===== src/rtl/gfba_pkg.sv =====
// ----------------------------------------------------------------------------
// gfba_pkg
// Types, constants and codes shared by the grouped free-block allocator.
// ----------------------------------------------------------------------------
package gfba_pkg;

    localparam int GROUP_SIZE_DEF = 50;
    localparam int NUM_BLOCKS_DEF = 1024;

    localparam int BLK_W = 10;
    localparam int ENT_W = 11;

    localparam logic [ENT_W-1:0] NULL_MARK = 11'h7FF;

    localparam logic MODE_ALLOC = 1'b0;
    localparam logic MODE_FREE  = 1'b1;

    localparam logic [1:0] ST_ALLOC = 2'd0;
    localparam logic [1:0] ST_FULL  = 2'd1;
    localparam logic [1:0] ST_FREED = 2'd2;

    typedef struct packed {
        logic             mode;
        logic [BLK_W-1:0] free_block;
    } t_request;

    typedef struct packed {
        logic [BLK_W-1:0] granted_block;
        logic [1:0]       status;
    } t_result;

    typedef enum logic [3:0] {
        S_IDLE,
        S_POP,
        S_SP_RD,
        S_SP_WR,
        S_SP_END,
        S_RL_CNT,
        S_RL_RD,
        S_RL_WR
    } t_state;

    typedef struct packed {
        logic latch;
        logic pop_rd;
        logic pop_done;
        logic push;
        logic res_full;
        logic res_freed;
        logic sp_rd;
        logic sp_wr;
        logic sp_end;
        logic rl_start;
        logic rl_empty;
        logic rl_rd;
        logic rl_wr;
    } t_cmd;

    typedef struct packed {
        logic req_free;
        logic blk_ok;
        logic cnt_zero;
        logic cnt_one;
        logic cnt_full;
        logic base_null;
        logic sp_last;
        logic rl_n_zero;
        logic rl_last;
    } t_sts;

endpackage


===== src/rtl/gfba_ctrl.sv =====
// ----------------------------------------------------------------------------
// gfba_ctrl
// Sequencer for the allocator: picks pop, push, spill, reload or a plain
// full/freed result per request; steps the datapath through group copies.
// ----------------------------------------------------------------------------
module gfba_ctrl (
    input  logic          i_clk,
    input  logic          i_rst_n,
    input  logic          i_start,
    input  gfba_pkg::t_sts i_sts,
    output gfba_pkg::t_cmd o_cmd,
    output logic          o_busy
);
    import gfba_pkg::*;

    t_state r_state;
    t_state n_state;

    always_ff @(posedge i_clk) begin
        if (!i_rst_n) begin
            r_state <= S_IDLE;
        end else begin
            r_state <= n_state;
        end
    end

    // next state
    always_comb begin
        n_state = r_state;
        case (r_state)
            S_IDLE: begin
                if (i_start) begin
                    if (i_sts.req_free) begin
                        if (i_sts.blk_ok && i_sts.cnt_full) begin
                            n_state = S_SP_RD;
                        end
                    end else if (i_sts.cnt_zero || (i_sts.cnt_one && i_sts.base_null)) begin
                        n_state = S_IDLE;
                    end else if (i_sts.cnt_one) begin
                        n_state = S_RL_CNT;
                    end else begin
                        n_state = S_POP;
                    end
                end
            end
            S_POP:    n_state = S_IDLE;
            S_SP_RD:  n_state = S_SP_WR;
            S_SP_WR:  n_state = i_sts.sp_last ? S_SP_END : S_SP_RD;
            S_SP_END: n_state = S_IDLE;
            S_RL_CNT: n_state = i_sts.rl_n_zero ? S_IDLE : S_RL_RD;
            S_RL_RD:  n_state = S_RL_WR;
            S_RL_WR:  n_state = i_sts.rl_last ? S_IDLE : S_RL_RD;
            default:  n_state = S_IDLE;
        endcase
    end

    // outputs
    always_comb begin
        o_cmd  = '0;
        o_busy = (r_state != S_IDLE);
        case (r_state)
            S_IDLE: begin
                if (i_start) begin
                    o_cmd.latch = 1'b1;
                    if (i_sts.req_free) begin
                        if (!i_sts.blk_ok) begin
                            o_cmd.res_freed = 1'b1;
                        end else if (!i_sts.cnt_full) begin
                            o_cmd.push      = 1'b1;
                            o_cmd.res_freed = 1'b1;
                        end
                    end else if (i_sts.cnt_zero || (i_sts.cnt_one && i_sts.base_null)) begin
                        o_cmd.res_full = 1'b1;
                    end else if (!i_sts.cnt_one) begin
                        o_cmd.pop_rd = 1'b1;
                    end
                end
            end
            S_POP:    o_cmd.pop_done = 1'b1;
            S_SP_RD:  o_cmd.sp_rd = 1'b1;
            S_SP_WR:  o_cmd.sp_wr = 1'b1;
            S_SP_END: begin
                o_cmd.sp_end    = 1'b1;
                o_cmd.res_freed = 1'b1;
            end
            S_RL_CNT: begin
                o_cmd.rl_start = 1'b1;
                o_cmd.rl_empty = i_sts.rl_n_zero;
            end
            S_RL_RD:  o_cmd.rl_rd = 1'b1;
            S_RL_WR:  o_cmd.rl_wr = 1'b1;
            default:  o_cmd = '0;
        endcase
    end

endmodule


===== config.mk =====
export PLATFORM = sky130hd
export DESIGN_NAME = gfba_ctrl
export DESIGN_NICKNAME = d
export VERILOG_FILES = /design/src/rtl/gfba_pkg.sv /design/src/rtl/gfba_ctrl.sv
export SDC_FILE = /design/constraint.sdc
export NUM_CORES = 1
export LEC_CHECK = 0
export ABC_AREA = 0
export BUFFER_PORTS_ARGS = -buffer_cell sky130_fd_sc_hd__buf_2
export CORE_AREA = 2 2 39 41
export CTS_CLUSTER_SIZE = 10
export DETAILED_ROUTE_END_ITERATION = 10
export DIE_AREA = 0 0 41 43
export HOLD_SLACK_MARGIN = 0.15
export SKIP_CTS_REPAIR_TIMING = 1
export SYNTH_ARGS = -nofsm -noshare
export SYNTH_HDL_FRONTEND = slang
export SYNTH_SLANG_ARGS = --single-unit

===== constraint.sdc =====
create_clock -name i_clk -period 3.6 [get_ports i_clk]
set_input_delay 0.36 -clock i_clk [delete_from_list [all_inputs] [get_ports i_clk]]
set_output_delay 0.36 -clock i_clk [all_outputs]
set_load 0.005 [all_outputs]

* Yosys cells after proc, flatten, opt, wreduce, memory -nomap -nowiden
Index checks and enable logic that the tools add are counted.
Storage, ports and cells: flip-flop bits (word level) 4, word-level logic and storage cells 47
Cells by class: equal/unequal tests 9, mux-type cells 31, reductions and logical operators 6
Operators with widths (count):
- 4-bit case mux with 6 select lines | 1
- 3-bit 2-to-1 mux | 6
- 4-bit by 3-bit equality test with 1-bit output (second input constant) | 4
- 1-bit 2-to-1 mux | 16
- 4-bit 2-to-1 mux | 3
- 4-bit by 2-bit equality test with 1-bit output (second input constant) | 2
- 2-bit 2-to-1 mux | 4
- 4-bit by 1-bit equality test with 1-bit output (second input constant) | 1
- 4-bit logical NOT | 1
- 4-bit nonzero test | 1
- 3-bit inequality test (second input constant) | 1
- 1-bit logical AND | 2
- 2-bit inequality test (second input constant) | 1
- 1-bit case mux with 2 select lines | 1
- 2-bit AND reduction | 1
- 1-bit logical OR | 1

* Logic depth before layout (Yosys ltp)
depth after elaboration 6, depth in mapped cells 4

* Worst setup path after synthesis
Ideal clock, no wire load.
kind reg-to-output, from register r_state[2], to output port o_cmd[9] (netlist name), data arrival time 1.120 ns, data required time 3.240 ns, slack 2.120 ns, cell stages (with the launch flop) 4, path buffers 0, cell sequence dfxtp_1 or3_4 or2_4 nor3_2
RTL lines:
- from (decl) | line gfba_ctrl.sv:16 | t_state r_state;
- from (signal assigned) | line gfba_ctrl.sv:23 | r_state <= n_state;
- to (decl) | line gfba_ctrl.sv:11 | output gfba_pkg::t_cmd o_cmd,

==> out/results.txt <==
Outcome -> finished clean
Die Ht -> 43 um
Die area -> 0.00176 mm^2
Final Hold Viols -> 0
CP arrival -> 1.63 ns
Synth-to-Final Area Change -> 38.9%
Max_cap viols -> 0
Initial Util -> 26.9%
CP Capture Type -> output pin
VDD IR max -> 73.2 uV
Largest net degree at the start of global routing -> 17
Gate count after technology mapping -> 49
Distinct cells, synth -> 28
Biggest register -> r_state
Antenna violations before repair -> 0
Reg power frac -> 29.6%
PwrDens -> 267 mW/mm^2
H-tree depth -> 1
Tightest Hold Check Type -> in -> reg
Clock Sinks -> 3
Yosys reg bits -> 3
Hold Path Cell Cnt -> 3
Slew @ Worst Pin -> 0.529 ns
Detailed-route via count -> 424
Fill cells -> 162
Worst r2r src -> r_state[1]
Leakage -> 0.253 nW
Clk network pwr share -> 42.5%
CTS root buf -> clkbuf_4
Logic pwr share -> 27.9%
Antenna Violating Nets Remaining -> 0
Synth warn -> 0
Psw -> 0.0412 mW
Nets -> 88
Setup TNS -> 0 ns
Worst hold start -> i_sts[1]
Global-route wire length before repair -> 1.26 mm
Final WL -> 890 um
Internal power -> 0.0969 mW
Die width -> 41 um
Most used DFF post-synth -> dfxtp_1
Clk pin slew, worst setup/hold paths -> 0.04 ns
Max Slew Vio Count -> 0
Critical R2R Capture -> r_state[1]
Design Power -> 0.138 mW
DRT Pass-1 Iters -> 4
Fraction of layout cells with a size suffix above 1 -> 46.7%
Worst-Skew Late Latency -> 0.23 ns
Setup CP Type -> reg -> out
DRC -> 0
RSZ-0062 raised after global routing -> false
GPL Wtd Cong -> 0.759
CTS buffer count -> 3
EDFF count, synth -> 0
Mapped Area -> 373 um^2
Async set-reset flop share out of synthesis -> 0%
Max FFs per register -> 3
IO Count -> 26
Setup crit start kind -> flip-flop
Routed vias/inst -> 4.66
Total global routing overflow -> 0
Drt initial violations -> 4
Minimum hold slack -> 0.460 ns
Reg-to-reg slack, setup -> 2.23 ns
Slew HR -> 64.7%
Vias in the first global route -> 358
Avg Inst Size Synth -> 7.61 um^2
Port Buffers -> 25
Seq/Total Area, Yosys -> 16.1%
Period utilization -> 55.3%
Clock skew -> 0.00468 ns
Area after DPL -> 492 um^2
Maximum clock frequency -> 0.502 GHz
Tmin final -> 1.99 ns
Worst endpoint required time -> 3.24 ns
CTS tree -> done
Per-cell routed wire length -> 9.78 um
Final Setup Violations -> 0
Global Route Usage Sum -> 10.7%
Worst hold endpoint -> r_state[2]
N_diodes -> 0
Sw Share -> 29.8%
Final Instance Area -> 518 um^2
Core area -> 0.00138 mm^2
Clock buffer depth -> 2
Worst reg2reg path depth -> 3
Num rows -> 14
Largest registers -> r_state x3
Crit path max fanout -> 13
Synthesized net count -> 61
## area by class of cell
type	count	area (um^2)	share of cell area, %
Multi-Input combinational cell	40	275	53.1
Timing Repair Buffer	25	125	24.2
Sequential cell	3	60.1	11.6
Clock buffer	4	26.3	5.07
Tap cell	16	20.0	3.86
Inverter	3	11.3	2.17
## layout by cell type (no fill, tap or decap), types with 2 or more instances in the layout
cell and instances:
buf_2 25, nor2_1 6, inv_1 3, nand2_1 3, and2_1 3, nor3_1 3, a21oi_1 3, clkbuf_4 3
dfxtp_1 3, nor2b_1 2, nor3_2 2, nand3_1 2
## critical path: stages (launching register included)
cell and delay [ns]:
dfxtp_1 0.43, or3_4 0.44, or2_4 0.26, nor4_2 0.12
buf_2 0.15
## routing by layer
layer / track usage (%) / vias up / share of wire [%]
li1: - / 227 / -
met1: 11.3 / 174 / 45
met4: 8.00 / 0 / 0
met3: 3.14 / 0 / 12
met2: 16.9 / 23 / 44
met5: 0 / - / 0
## metrics by stage
stage,worst slack [ns],std cells,utilization [%]
after floorplan,2.12,49,-
after global placement,1.88,87,35.5
after detailed placement,1.85,87,35.5
after CTS,1.60,91,37.4
after global routing,1.50,91,37.4
final,1.61,91,37.4
## Yosys cell counts, types with 2 or more instances
master | number | area, um^2
nor3_2 | 2 | 20.0
nor3_1 | 3 | 15.0
inv_1 | 3 | 11.3
a21oi_1 | 3 | 15.0
dfxtp_1 | 3 | 60.1
buf_4 | 2 | 15.0
nand2_1 | 3 | 11.3
nor2_1 | 6 | 22.5
and2_1 | 3 | 18.8
nand3_1 | 2 | 10.0
nor2b_1 | 2 | 12.5
## cell families after synthesis
group	count (synthesis)	synth area share, %
compound gates	11	21.8
buf+inv	6	10.1
simple gates	29	52.0
flops	3	16.1
## power groups by stage
stage               Clock (mW)  Sequential (mW)  Combinational (mW)
floorplan                    0           0.0373              0.0278
global placement             0           0.0412              0.0390
detailed placement           0           0.0413              0.0391
CTS                     0.0618           0.0408              0.0393
global route            0.0652           0.0413              0.0438
finish                  0.0587           0.0409              0.0386
## worst max-delay path by stage
stage                     startpoint         to  slack, ns  cells past startpoint
after floorplan           r_state[2]   o_cmd[9]       2.12                      3
after global placement    r_state[2]  o_cmd[11]       1.88                      4
after detailed placement  r_state[2]  o_cmd[11]       1.85                      4
after CTS                 r_state[2]  o_cmd[11]       1.60                      4
after global routing      r_state[2]   o_cmd[9]       1.50                      4
final                     r_state[2]  o_cmd[11]       1.61                      4
Power figures use the tool's default switching activity.
